### config.mk
export PLATFORM = sky130hd
export DESIGN_NAME = bounding_box_normalizer_core
export DESIGN_NICKNAME = d
export VERILOG_FILES = /design/src/rtl/core/bbn_pkg.sv /design/src/rtl/core/bounding_box_normalizer_core.sv /design/src/rtl/core/bbn_divider.sv /design/src/rtl/core/bbn_datapath.sv /design/src/rtl/core/bbn_controller.sv
export VERILOG_INCLUDE_DIRS = /design/src /design/src/rtl/core
export SDC_FILE = /design/constraint.sdc
export NUM_CORES = 2
export LEC_CHECK = 0
export BUFFER_PORTS_ARGS = -buffer_cell sky130_fd_sc_hd__buf_2
export CAP_MARGIN = 5
export CORE_MARGIN = 2
export CORE_UTILIZATION = 55
export DETAILED_ROUTE_END_ITERATION = 10
export PLACE_DENSITY = 0.82
export SLEW_MARGIN = 20
export SYNTH_ARGS = -nofsm -noshare
export SYNTH_HDL_FRONTEND = slang
export SYNTH_SLANG_ARGS = --single-unit
### constraint.sdc
create_clock -name clk -period 15.54 [get_ports clk]
set_clock_uncertainty 0.15 [all_clocks]
set_input_delay 0.777 -clock clk [delete_from_list [all_inputs] [get_ports clk]]
set_output_delay 0.777 -clock clk [all_outputs]
set_load 0.005 [all_outputs]
### src/rtl/core/bounding_box_normalizer_core_assert.svh
// Assertion macros used by the bounding box normalizer core.
`ifndef BOUNDING_BOX_NORMALIZER_CORE_ASSERT_SVH
`define BOUNDING_BOX_NORMALIZER_CORE_ASSERT_SVH

// Implication checked at every clock edge outside reset.
`define BBN_ASSERT_IMPL(label, clk, rst_n, ante, cons, msg) \
  label: assert property (@(posedge clk) disable iff (!rst_n) (ante) |-> (cons)) \
    else $error(msg);

// Implication with the consequent checked in the cycle after the antecedent.
`define BBN_ASSERT_NEXT(label, clk, rst_n, ante, cons, msg) \
  label: assert property (@(posedge clk) disable iff (!rst_n) (ante) |=> (cons)) \
    else $error(msg);

`endif

### src/rtl/core/bbn_pkg.sv
`timescale 1ns / 1ps
`default_nettype none
// ----------------------------------------------------------------------------
// Bounding box normalizer package
// Shared constants, status codes and the controller/datapath command types.
// ----------------------------------------------------------------------------
package bbn_pkg;

  localparam int MaxVertices = 64;
  localparam int CoordWidth  = 16;
  localparam int AddrWidth   = $clog2(MaxVertices);
  localparam int CountWidth  = $clog2(MaxVertices + 1);
  // Sum of two coordinates and twice a coordinate minus a sum.
  localparam int SumWidth    = CoordWidth + 1;
  localparam int DiffWidth   = CoordWidth + 2;
  // Extent is unsigned and fits CoordWidth bits.
  localparam int ExtWidth    = CoordWidth;
  // Dividend magnitude 2*|d|*16384 + E needs DiffWidth+16 bits.
  localparam int NumWidth    = DiffWidth + 16;
  // Quotient fits 15 bits (at most 16384).
  localparam int QuoWidth    = 15;
  localparam int NormWidth   = 16;

  typedef enum logic [1:0] {
    ST_OK         = 2'd0,
    ST_EMPTY      = 2'd1,
    ST_DEGENERATE = 2'd2,
    ST_OVERFLOW   = 2'd3
  } status_t;

  // Commands from controller to datapath.
  typedef struct packed {
    logic load;        // store a vertex and update the box
    logic clear;       // return the mesh state to reset
    logic calc_box;    // register sums and extent
    logic div_start;   // start the three dividers on the vertex at rd_addr
    logic rd_en;       // read store at rd_addr
    logic [AddrWidth-1:0] rd_addr;
  } dp_cmd_t;

  // Status from datapath to controller.
  typedef struct packed {
    logic [CountWidth-1:0] count;
    logic overflow;
    logic degenerate;
    logic div_done;
  } dp_stat_t;

endpackage
`default_nettype wire

### src/rtl/core/bounding_box_normalizer_core.sv
`timescale 1ns / 1ps
`default_nettype none
// ----------------------------------------------------------------------------
// Bounding box normalizer core
// Usage:
//   in_*  : vertex items (in_tuser = 0) carry x, y, z in signed Q8.8 and are
//           taken one per cycle while the block is idle; an end item (in_tuser = 1) starts the run.
//   out_* : one item per stored vertex, normalized to signed Q1.14 in the
//           cube [-1, 1], out_tlast on the final one; or a single status item.
//   cfg_* : min_extent, written while the block is idle.
// Sequence: vertex items give no result. An end item first evaluates the box
//   (S_BOX, S_CHECK); then each vertex needs a read, a divider start, 34
//   shift-subtract steps plus a done flag (three dividers in parallel, one per
//   axis) and an issue. Empty and overflow status items are issued straight
//   from S_STATUS after the end item, a degenerate one after S_BOX and S_CHECK.
// Reset clears the mesh and sets min_extent to zero; the vertex memory itself
//   is not cleared. When the receiver stalls, the finished item waits in the
//   output register and the sequence holds; vertex loading resumes after the run ends.
// ----------------------------------------------------------------------------
module bounding_box_normalizer_core
  import bbn_pkg::*;
(
  input  wire logic        clk,
  input  wire logic        rst_n,
  input  wire logic        in_tvalid,
  output logic             in_tready,
  input  wire logic [47:0] in_tdata,   // x_coord, y_coord, z_coord
  input  wire logic        in_tuser,   // kind
  output logic             out_tvalid,
  input  wire logic        out_tready,
  output logic [47:0]      out_tdata,  // norm_x, norm_y, norm_z
  output logic [1:0]       out_tuser,  // status
  output logic             out_tlast,  // last_result
  input  wire logic        cfg_we,
  input  wire logic [15:0] cfg_wdata
);

  logic [15:0]                  min_extent_r;
  dp_cmd_t                      cmd;
  dp_stat_t                     stat;
  logic signed [NormWidth-1:0]  nx, ny, nz;
  logic [3*NormWidth-1:0]       data_r;
  logic                         out_zero;
  logic                         out_take;

  // Configuration register.
  always_ff @(posedge clk) begin
    if (!rst_n) begin
      min_extent_r <= '0;
    end else if (cfg_we) begin
      min_extent_r <= cfg_wdata;
    end
  end

  bbn_controller u_ctrl (
    .clk        (clk),
    .rst_n      (rst_n),
    .in_valid   (in_tvalid),
    .in_kind    (in_tuser),
    .in_ready   (in_tready),
    .out_valid  (out_tvalid),
    .out_ready  (out_tready),
    .out_status (out_tuser),
    .out_last   (out_tlast),
    .out_zero   (out_zero),
    .out_take   (out_take),
    .cmd        (cmd),
    .stat       (stat)
  );

  bbn_datapath u_dp (
    .clk        (clk),
    .rst_n      (rst_n),
    .cmd        (cmd),
    .in_x       (in_tdata[15:0]),
    .in_y       (in_tdata[31:16]),
    .in_z       (in_tdata[47:32]),
    .min_extent (min_extent_r),
    .stat       (stat),
    .norm_x     (nx),
    .norm_y     (ny),
    .norm_z     (nz)
  );

  // Output data register, loaded with the item the controller issues.
  always_ff @(posedge clk) begin
    if (out_take) begin
      data_r <= {nz, ny, nx};
    end
  end

  assign out_tdata = out_zero ? {(3*NormWidth){1'b0}} : data_r;

`include "bounding_box_normalizer_core_assert.svh"

  `BBN_ASSERT_NEXT(a_hold, clk, rst_n, out_tvalid && !out_tready, out_tvalid, "item dropped")
  `BBN_ASSERT_IMPL(a_status_last, clk, rst_n, out_tvalid && out_tuser != ST_OK, out_tlast,
                   "status item without last")
  `BBN_ASSERT_IMPL(a_no_load_busy, clk, rst_n, cmd.load, !cmd.rd_en, "load during run")

endmodule
`default_nettype wire

### src/rtl/core/bbn_divider.sv
`timescale 1ns / 1ps
`default_nettype none
// ----------------------------------------------------------------------------
// Bounding box normalizer divider
// Restoring divider, one quotient bit per cycle, with round-half-away sign.
// ----------------------------------------------------------------------------
module bbn_divider
  import bbn_pkg::*;
(
  input  wire logic                        clk,
  input  wire logic                        rst_n,
  input  wire logic                        start,
  input  wire logic signed [DiffWidth-1:0] diff,
  input  wire logic [ExtWidth-1:0]         ext,
  output logic                             done,
  output logic signed [NormWidth-1:0]      result
);

  localparam int StepWidth = $clog2(NumWidth + 1);

  logic [NumWidth-1:0]  num_r, num_nxt;
  logic [NumWidth:0]    rem_r, rem_nxt;
  logic [NumWidth:0]    den_r;
  logic [StepWidth-1:0] step_r, step_nxt;
  logic                 busy_r, busy_nxt;
  logic                 neg_r;
  logic [DiffWidth-1:0] mag;
  logic [NumWidth:0]    shifted;

  assign mag     = diff[DiffWidth-1] ? DiffWidth'(-diff) : DiffWidth'(diff);
  assign shifted = {rem_r[NumWidth-1:0], num_r[NumWidth-1]};

  // One shift-subtract step per cycle.
  always_comb begin
    num_nxt  = {num_r[NumWidth-2:0], 1'b0};
    rem_nxt  = shifted;
    step_nxt = step_r;
    busy_nxt = busy_r;
    if (busy_r) begin
      if (shifted >= den_r) begin
        rem_nxt    = shifted - den_r;
        num_nxt[0] = 1'b1;
      end
      step_nxt = step_r - StepWidth'(1);
      if (step_r == StepWidth'(1)) begin
        busy_nxt = 1'b0;
      end
    end
  end

  always_ff @(posedge clk) begin
    if (!rst_n) begin
      busy_r <= 1'b0;
      step_r <= '0;
      done   <= 1'b0;
    end else begin
      done <= busy_r && (step_r == StepWidth'(1));
      if (start) begin
        busy_r <= 1'b1;
        step_r <= StepWidth'(NumWidth);
      end else begin
        busy_r <= busy_nxt;
        step_r <= step_nxt;
      end
    end
  end

  // Dividend 2*|d|*16384 + E, divisor 2*E; the quotient replaces num_r.
  always_ff @(posedge clk) begin
    if (start) begin
      num_r <= (NumWidth'(mag) << 15) + NumWidth'(ext);
      rem_r <= '0;
      den_r <= (NumWidth+1)'(ext) << 1;
      neg_r <= diff[DiffWidth-1];
    end else if (busy_r) begin
      num_r <= num_nxt;
      rem_r <= rem_nxt;
    end
  end

  assign result = neg_r ? -NormWidth'(num_r[QuoWidth-1:0])
                        :  NormWidth'(num_r[QuoWidth-1:0]);

endmodule
`default_nettype wire

### src/rtl/core/bbn_datapath.sv
`timescale 1ns / 1ps
`default_nettype none
// ----------------------------------------------------------------------------
// Bounding box normalizer datapath
// Vertex memory, running box, extent logic and three per-axis dividers.
// ----------------------------------------------------------------------------
module bbn_datapath
  import bbn_pkg::*;
(
  input  wire logic                         clk,
  input  wire logic                         rst_n,
  input  wire dp_cmd_t                      cmd,
  input  wire logic signed [CoordWidth-1:0] in_x,
  input  wire logic signed [CoordWidth-1:0] in_y,
  input  wire logic signed [CoordWidth-1:0] in_z,
  input  wire logic [15:0]                  min_extent,
  output dp_stat_t                          stat,
  output logic signed [NormWidth-1:0]       norm_x,
  output logic signed [NormWidth-1:0]       norm_y,
  output logic signed [NormWidth-1:0]       norm_z
);

  localparam logic signed [CoordWidth-1:0] CoordTop = {1'b0, {(CoordWidth-1){1'b1}}};
  localparam logic signed [CoordWidth-1:0] CoordBot = {1'b1, {(CoordWidth-1){1'b0}}};

  logic [3*CoordWidth-1:0] mem [MaxVertices];
  logic [3*CoordWidth-1:0] rd_data_r;

  logic [CountWidth-1:0]         count_r;
  logic                          ovf_r;
  logic signed [CoordWidth-1:0]  min_r [3];
  logic signed [CoordWidth-1:0]  max_r [3];
  logic signed [SumWidth-1:0]    sum_r [3];
  logic [ExtWidth-1:0]           ext_r;
  logic [ExtWidth-1:0]           ext_nxt;
  logic [ExtWidth-1:0]           axis_ext [3];
  logic signed [CoordWidth-1:0]  in_v [3];
  logic signed [DiffWidth-1:0]   diff [3];
  logic signed [NormWidth-1:0]   res [3];
  logic [2:0]                    done;

  assign in_v[0] = in_x;
  assign in_v[1] = in_y;
  assign in_v[2] = in_z;

  // Vertex store, one write and one registered read port.
  always_ff @(posedge clk) begin
    if (cmd.load && count_r < CountWidth'(MaxVertices)) begin
      mem[count_r[AddrWidth-1:0]] <= {in_z, in_y, in_x};
    end
    if (cmd.rd_en) begin
      rd_data_r <= mem[cmd.rd_addr];
    end
  end

  // Count, overflow flag and running box.
  always_ff @(posedge clk) begin
    if (!rst_n || cmd.clear) begin
      count_r <= '0;
      ovf_r   <= 1'b0;
      for (int a = 0; a < 3; a++) begin
        min_r[a] <= CoordTop;
        max_r[a] <= CoordBot;
      end
    end else if (cmd.load) begin
      if (count_r < CountWidth'(MaxVertices)) begin
        count_r <= count_r + CountWidth'(1);
        for (int a = 0; a < 3; a++) begin
          if (in_v[a] < min_r[a]) min_r[a] <= in_v[a];
          if (in_v[a] > max_r[a]) max_r[a] <= in_v[a];
        end
      end else begin
        ovf_r <= 1'b1;
      end
    end
  end

  // Largest extent over the three axes.
  always_comb begin
    for (int a = 0; a < 3; a++) begin
      axis_ext[a] = ExtWidth'(SumWidth'(max_r[a]) - SumWidth'(min_r[a]));
    end
    ext_nxt = axis_ext[0];
    if (axis_ext[1] > ext_nxt) ext_nxt = axis_ext[1];
    if (axis_ext[2] > ext_nxt) ext_nxt = axis_ext[2];
  end

  always_ff @(posedge clk) begin
    if (cmd.calc_box) begin
      ext_r <= ext_nxt;
      for (int a = 0; a < 3; a++) begin
        sum_r[a] <= SumWidth'(min_r[a]) + SumWidth'(max_r[a]);
      end
    end
  end

  // Offsets of the read vertex from the box center, doubled.
  always_comb begin
    for (int a = 0; a < 3; a++) begin
      diff[a] = (DiffWidth'(signed'(rd_data_r[a*CoordWidth +: CoordWidth])) <<< 1)
              - DiffWidth'(sum_r[a]);
    end
  end

  for (genvar g = 0; g < 3; g++) begin : g_div
    bbn_divider u_div (
      .clk    (clk),
      .rst_n  (rst_n),
      .start  (cmd.div_start),
      .diff   (diff[g]),
      .ext    (ext_r),
      .done   (done[g]),
      .result (res[g])
    );
  end

  assign norm_x = res[0];
  assign norm_y = res[1];
  assign norm_z = res[2];

  assign stat.count      = count_r;
  assign stat.overflow   = ovf_r;
  assign stat.degenerate = (ext_r <= min_extent);
  assign stat.div_done   = &done;

endmodule
`default_nettype wire

### src/rtl/core/bbn_controller.sv
`timescale 1ns / 1ps
`default_nettype none
// ----------------------------------------------------------------------------
// Bounding box normalizer controller
// Sequences loading, box evaluation, per-vertex division and the result item.
// ----------------------------------------------------------------------------
module bbn_controller
  import bbn_pkg::*;
(
  input  wire logic   clk,
  input  wire logic   rst_n,
  input  wire logic   in_valid,
  input  wire logic   in_kind,
  output logic        in_ready,
  output logic        out_valid,
  input  wire logic   out_ready,
  output logic [1:0]  out_status,
  output logic        out_last,
  output logic        out_zero,
  output logic        out_take,
  output dp_cmd_t     cmd,
  input  wire dp_stat_t stat
);

  typedef enum logic [2:0] {
    S_IDLE, S_BOX, S_CHECK, S_READ, S_DIV, S_EMIT, S_STATUS
  } state_t;

  state_t                state_r;
  logic [AddrWidth-1:0]  idx_r;
  logic [1:0]            status_r;
  logic [1:0]            out_status_r;
  logic                  last_r;
  logic                  accept;
  logic                  out_fire;
  logic                  issue;
  logic                  is_last;
  logic                  run_end;

  assign accept   = in_valid && in_ready;
  assign out_fire = out_valid && out_ready;
  assign is_last  = (CountWidth'(idx_r) + CountWidth'(1)) == stat.count;
  // An item is issued once the output register is free or being emptied.
  assign issue    = (state_r == S_STATUS) && (!out_valid || out_ready);
  // A status item or the final vertex ends the run.
  assign run_end  = (status_r != ST_OK) || is_last;
  // The output register may still hold an item while the next vertex loads.
  assign in_ready = (state_r == S_IDLE);

  // Command decode.
  always_comb begin
    cmd           = '0;
    cmd.load      = accept && !in_kind;
    cmd.calc_box  = (state_r == S_BOX);
    cmd.rd_addr   = idx_r;
    cmd.rd_en     = (state_r == S_READ);
    cmd.div_start = (state_r == S_DIV);
    cmd.clear     = issue && run_end;
  end

  assign out_status = out_status_r;
  assign out_last   = last_r;
  assign out_take   = issue;

  always_ff @(posedge clk) begin
    if (!rst_n) begin
      state_r      <= S_IDLE;
      idx_r        <= '0;
      status_r     <= ST_OK;
      out_status_r <= ST_OK;
      last_r       <= 1'b0;
      out_valid    <= 1'b0;
      out_zero     <= 1'b0;
    end else begin
      if (issue) begin
        out_valid <= 1'b1;
      end else if (out_fire) begin
        out_valid <= 1'b0;
      end
      case (state_r)
        S_IDLE: begin
          if (accept && in_kind) begin
            idx_r <= '0;
            if (stat.count == '0) begin
              status_r <= ST_EMPTY;
              state_r  <= S_STATUS;
            end else if (stat.overflow) begin
              status_r <= ST_OVERFLOW;
              state_r  <= S_STATUS;
            end else begin
              state_r <= S_BOX;
            end
          end
        end
        S_BOX: state_r <= S_CHECK;
        S_CHECK: begin
          if (stat.degenerate) begin
            status_r <= ST_DEGENERATE;
            state_r  <= S_STATUS;
          end else begin
            state_r <= S_READ;
          end
        end
        S_READ: state_r <= S_DIV;
        S_DIV: state_r <= S_EMIT;
        S_EMIT: begin
          // Wait for the quotient.
          if (stat.div_done) begin
            state_r <= S_STATUS;
          end
        end
        S_STATUS: begin
          if (issue) begin
            out_status_r <= status_r;
            out_zero     <= (status_r != ST_OK);
            last_r       <= run_end;
            if (!run_end) begin
              idx_r   <= idx_r + AddrWidth'(1);
              state_r <= S_READ;
            end else begin
              status_r <= ST_OK;
              state_r  <= S_IDLE;
            end
          end
        end
        default: state_r <= S_IDLE;
      endcase
    end
  end

endmodule
`default_nettype wire

# Yosys cells after proc, flatten, opt, wreduce, memory -nomap -nowiden
# Memory sizes are Yosys's and may differ from the RTL's. A register that Yosys moved wholly into a read port is not among the register bits.
# Index checks and enable logic that the tools add are counted.
dict set report totals {
  register_bits 351
  ramBits 3219
  input_bits 70
  output_inout_bits 53
  elab_cells 238
  n_memories 4
}
dict set report op_classes {
  n_addsub 27
  n_lt_le_gt_ge 13
  eq_ne 17
  n_mux 99
  n_bitwise 8
  reduce_logical 33
}
# memory depth width read_ports rd_clocked_by_memory_dff wr line
set mem_list {}
lappend mem_list {u_dp.mem 64 48 1 1 1 bbn_datapath.sv:26} ;# logic [3*CoordWidth-1:0] mem [MaxVertices];
lappend mem_list {u_dp.sum_r 3 17 3 0 3 bbn_datapath.sv:33} ;# logic signed [SumWidth-1:0] sum_r [3];
lappend mem_list {u_dp.max_r 3 16 3 0 3 bbn_datapath.sv:32} ;# logic signed [CoordWidth-1:0] max_r [3];
lappend mem_list {u_dp.min_r 3 16 3 0 3 bbn_datapath.sv:31} ;# logic signed [CoordWidth-1:0] min_r [3];
# cell n
set op_table {}
lappend op_table {{$mux W34} 9}
lappend op_table {{$mux W16} 8}
lappend op_table {{$ge A35 B17 Y1} 3}
lappend op_table {{$add A33 B16 Y34} 3}
lappend op_table {{$sub A34 B17 Y34} 3}
lappend op_table {{$gt A16 B16 Y1} 5}
lappend op_table {{$mux W18} 3}
lappend op_table {{$mux W6} 9}
lappend op_table {{$neg A18 Y18} 3}
lappend op_table {{$sub A17 B17 Y18} 3}
lappend op_table {{$add A16 B16 Y17} 3}
lappend op_table {{$mux W1} 50}
lappend op_table {{$lt A16 B16 Y1} 3}
lappend op_table {{$mux W48} 1}
lappend op_table {{$neg A15 Y16} 3}
lappend op_table {{$sub A16 B16 Y16} 3}
lappend op_table {{$mux W15} 3}
lappend op_table {{$pmux W3 S7} 1}
lappend op_table {{$eq A6 B1 Y1 const B} 3}
lappend op_table {{$mux W3} 6}
lappend op_table {{$sub A6 B1 Y6 const B} 3}
lappend op_table {{$le A16 B16 Y1} 1}
lappend op_table {{$mux W2} 7}
lappend op_table {{$pmux W6 S2} 1}
lappend op_table {{26 further kinds} 60}

# Depth between registers and ports, before layout
dict set report depth {
  depth_word 8
  mapped_depth 36
}

# By module
# From an unflattened synthesis, not the netlist that was laid out.
dict set report unflattened {
  hier_cells 8620
  hier_area_um2 156871.7
}
# module n_inst cells_each area_per_inst_um2 seq_area_each_um2
set modules_own_cells {}
lappend modules_own_cells {bbn_datapath 1 6402 135020.7 98744.7}
lappend modules_own_cells {{bbn_divider at u_dp.g_div[0].u_div ...} 2 629 6087.1 2372.3}
lappend modules_own_cells {{bbn_divider at u_dp.g_div[2].u_div} 1 674 6200.9 2372.3}
lappend modules_own_cells {bounding_box_normalizer_core 1 152 2379.8 1761.7}
lappend modules_own_cells {bbn_controller 1 134 1096.1 320.3}

# Least setup slack after synthesis
# OpenSTA, ideal clock, no wires.
dict set report synth_path {
  kind {register -> register}
  startpoint {memory u_dp.min_r[0][2]}
  endpoint {register u_dp.ext_r[10] (data pin)}
  arrival_ns 6.586
  required_time_ns 15.111
  slack_ns 8.526
  stages_incl_launch_ff 36
  path_buffers 3
  path_cell_list {edfxtp_1 inv_1 ha_1 clkbuf_1 nor2b_1 o21ai_0 a21oi_1 o211ai_1 a21oi_1 a2111oi_0 o21bai_1 a21oi_1 o31ai_1 xor2_1 inv_1 ha_1 nand4_1 nor2_1 a2111oi_0 a21o_1 buf_2 mux2_2 ha_1 nor2b_1 o21ai_0 nand2b_1 a21oi_1 nor2b_1 o21ai_0 nand2b_1 a21oi_1 o21ai_0 a21o_1 o31ai_1 clkbuf_1 mux2i_1}
}
# element line
set synth_rtl {}
lappend synth_rtl {{start: declaration} bbn_datapath.sv:31}
lappend synth_rtl {{end signal: assignment} bbn_datapath.sv:90} ;# ext_r <= ext_nxt;
lappend synth_rtl {{end: declaration} bbn_datapath.sv:34} ;# logic [ExtWidth-1:0] ext_r;

==> key figures <==
Clock tree
  – Reg clk slew, reported paths: 0.06 ns
  – Clock root buffer: clkbuf_16
  – TritonCTS clock tree: built
  – CTS Buf Count: 356
  – Max clock buf depth: 4
  – TritonCTS Sinks: 3618
  – H-tree depth: 5
  – Post-CTS Setup Inserts: 0
  – Worst skew pair latency: 1.00 ns

GRT
  – Gr usage total: 32.9%
  – Number of global-route vias before repair: 88700
  – Largest net degree at the start of global routing: 120
  – Initial antenna violation count: 48
  – First-pass GRT wire length: 662000 um
  – Overflow after GRT: 0

Critical path
  – Startpoint types: flop
  – Largest stage delay, worst path: 0.85 ns
  – Critical path fanouts, max: 15
  – Critical path's top delay family: compound AO/OA/AOI/OAI gates
  – Worst R2R Path Depth: 35
  – Required time worst endpoint: 16.07 ns
  – R2R Setup Slk: 7.34 ns
  – Worst r2r src: u_dp.max_r[0][0]
  – Crit end category: flop
  – Buffers and inverters on the worst path: 4
  – CP max-delay cell: a2111oi_0
  – R2R Path End: u_dp.ext_r[0]
  – Critical path type: flop to flop
  – Cell repeated most along the worst path: a21oi_1
  – Arr. time, crit path: 8.74 ns

Power
  – Cell Pwr Density: 147 nW/um2
  – Pleak: 55.5 nW
  – Switching Share: 28.2%
  – Sequential share of power: 46.4%
  – P_sw: 0.00714 W
  – Internal power: 0.0182 W
  – Combinational power share: 19.0%
  – Max rail drop VDD: 108 uV
  – Clock power frac: 34.6%

Routing
  – DRC: 0
  – Via density: 6.99
  – First-pass DRT Iterations: 6
  – Final antenna-violating net count: 0
  – Vias: 90000
  – Routed WL per cell: 36.7 um
  – Initial detailed-routing violation count: 15700
  – Drt total wl: 473000 um

Timing
  – Fmax: 0.122 GHz
  – Rel. slew slack: 2.78%
  – Worst-Margin Slew: 1.44 ns
  – Post-route clock period utilization: 52.8%
  – Final min period: 8.20 ns
  – RSZ-0062 raised after global routing: no
  – Final count of negative-setup-slack endpoints: 0
  – Final setup TNS: 0 ns
  – Hold Violations, Final: 0
  – Fin. max-slew vios: 0

Synthesis
  – Yosys top cell area share: 67.5%
  – Mux share of post-synthesis cell area: 15.3%
  – XOR/XNOR Fraction of Synth Area: 2.05%
  – Yosys warning count: 0
  – Synth Area in Compound Gates: 3.83%
  – Main combinational cell family by area after synthesis: multiplexers
  – Average cell area after synthesis: 18.1 um2
  – Adder-Cell Fraction of Synth Area: 3.01%
  – Ys async rst share: 0%
  – Post-Synthesis Cells: 8469
  – Prevailing post-synth register cell: edfxtp_1
  – Syn nets: 8901
  – Number of flops mapped to enable cells by yosys: 3452
  – Area leader, netlist: edfxtp_1
  – Top post-synthesis cells by area: edfxtp_1 (67%), mux4_2 (15%), ha_1 (2.9%)
  – Seq cells post-synth: 3618
  – Most frequent cell after synthesis: edfxtp_1
  – Register area share after synthesis: 69.7%
  – Distinct cells, synth: 88
  – Post-synthesis cell area: 154000 um2
  – Most instantiated cells after synthesis: edfxtp_1 (3452), mux4_2 (994), nand2_1 (389)
  – Post-Synth Simple-Gate Area: 4.44%

Die
  – Row count: 194
  – Die area: 283000 um2
  – Core ar.: 279000 um2
  – Chip Height: 532 um
  – # IOs: 123
  – Initial core utilization: 55.1%
  – Die W: 532 um

Worst hold path
  – Hold WC Path Type: primary input to flop
  – Hold path endpoint: min_extent_r[13]
  – HP Start: cfg_wdata[13]
  – Worst hold stages: 3

Run
  – Max cap viols: 0

Cells and area
  – Syn-to-layout area delta: 11.9%
  – Share of cells above drive strength 1: 22.2%
  – Final layout net count: 9260
  – Non-Filler Cell Area, Final: 172000 um2

Status
  – Outcome: complete, no violations

Placed design
  – Number of buffers added on ports: 122
  – Placed wire-length estimate: 254000 um
  – Placement Cell Area: 160000 um2
  – RePlAce Congestion: 0.929
-- per-layer routing --
| metal | global-route usage (%) | up-vias | wire length [um] |
|---|---|---|---|
| met5 | 0 | - | 322 |
| met4 | 20.7 | 44 | 35700 |
| met3 | 9.92 | 2043 | 67600 |
| met2 | 51.3 | 8587 | 220000 |
| met1 | 40.6 | 44700 | 149000 |
| li1 | - | 34600 | - |
-- placed cells by master, fill, tap and decap left out, types with 79 or more instances in the layout --
| cell type | netlist | routed |
|---|---|---|
| ha_1 | 350 | 350 |
| xor2_1 | 104 | 104 |
| xnor2_1 | 255 | 255 |
| o21ai_0 | 267 | 263 |
| inv_1 | 318 | 318 |
| edfxtp_1 | 3452 | 3452 |
| mux2i_1 | 85 | 85 |
| clkbuf_16 | 0 | 358 |
| buf_4 | 3 | 233 |
| a21oi_1 | 248 | 247 |
| nor2b_1 | 120 | 120 |
| dfxtp_1 | 166 | 158 |
| nor2_1 | 347 | 283 |
| buf_2 | 6 | 121 |
| clkinv_2 | 0 | 79 |
| mux4_2 | 994 | 994 |
| nand2b_1 | 102 | 102 |
| nand2_1 | 389 | 388 |
-- area by class of cell --
| class | instances | area [um2] |
|---|---|---|
| sequential | 3618 | 107000 |
| fill | 18000 | 107000 |
| multi-input combinational | 4144 | 44400 |
| clock buffer | 434 | 9280 |
| tap | 3724 | 4660 |
| timing repair buffer | 388 | 2920 |
| clock inverter | 224 | 2280 |
| inverter | 320 | 1200 |
| antenna | 17 | 42.5 |
-- worst max-delay path by stage --
stage,startpoint,end,depth (start not counted)
3_3_place_gp,u_dp.min_r[0][2],u_dp.ext_r[11],34
3_5_place_dp,u_dp.max_r[0][0],u_dp.ext_r[11],35
4_1_cts,u_dp.max_r[0][0],u_dp.ext_r[11],35
6_report,u_dp.max_r[0][0],u_dp.ext_r[0],35
2_1_floorplan,u_dp.min_r[0][2],u_dp.ext_r[10],35
5_1_grt,u_dp.max_r[0][0],u_dp.ext_r[0],35
-- cell families after synthesis --
logic type      after synthesis
fa+ha+maj                   363
compound gates              935
simple gates               1388
mux                        1099
xor+xnor                    359
flops                      3618
buf+inv                     707
-- power groups by stage --
| stage | clock (W) | sequential [W] | combinational, W |
|---|---|---|---|
| after floorplan | 0 | 0.0118 | 0.00355 |
| after global placement | 0 | 0.0119 | 0.00451 |
| after detailed placement | 0 | 0.0119 | 0.00470 |
| after CTS | 0.00878 | 0.0117 | 0.00478 |
| after global routing | 0.00910 | 0.0118 | 0.00529 |
| final | 0.00877 | 0.0117 | 0.00482 |
-- registers in the layout (all words and copies together), names as in the netlist, 18 cells and up --
name and count:
u_dp.g_div.u_div.num_r 102, u_dp.sum_r 51, u_dp.mem 3072, u_dp.max_r 48
data_r 48, u_dp.min_r 48, u_dp.g_div.u_div.rem_r 102, u_dp.rd_data_r 48
u_dp.g_div.u_div.step_r 18
-- per-stage QoR --
step	cells	setup slack [ns]	power, W	hold slack, ns	util (%)
4_1_cts	12800	7.49	0.0253	0.00950	61.6
5_1_grt	12900	6.76	0.0262	0.00768	61.7
3_3_place_gp	12200	7.44	0.0164	0.281	57.4
6_report	12900	7.34	0.0253	0.0279	61.7
2_1_floorplan	8469	8.53	0.0153	0.267	-
3_5_place_dp	12200	7.52	0.0166	0.295	57.4
-- tightest hold or removal path, delay by kind of cell --
family | cells | cell delay (ns)
buffers and inverters | 1 | 0.08
and+or+nand+nor | 1 | 0.13
muxes | 1 | 0.07
-- timing repair --
action / in CTS / in global routing
setup endpoints to repair: 0 / 0
hold buffers: 14 / 0
gates resized for setup: 0 / 0
endpoints found under the hold margin: 14 / 0
No activity file was read; power rests on OpenSTA's default activity.
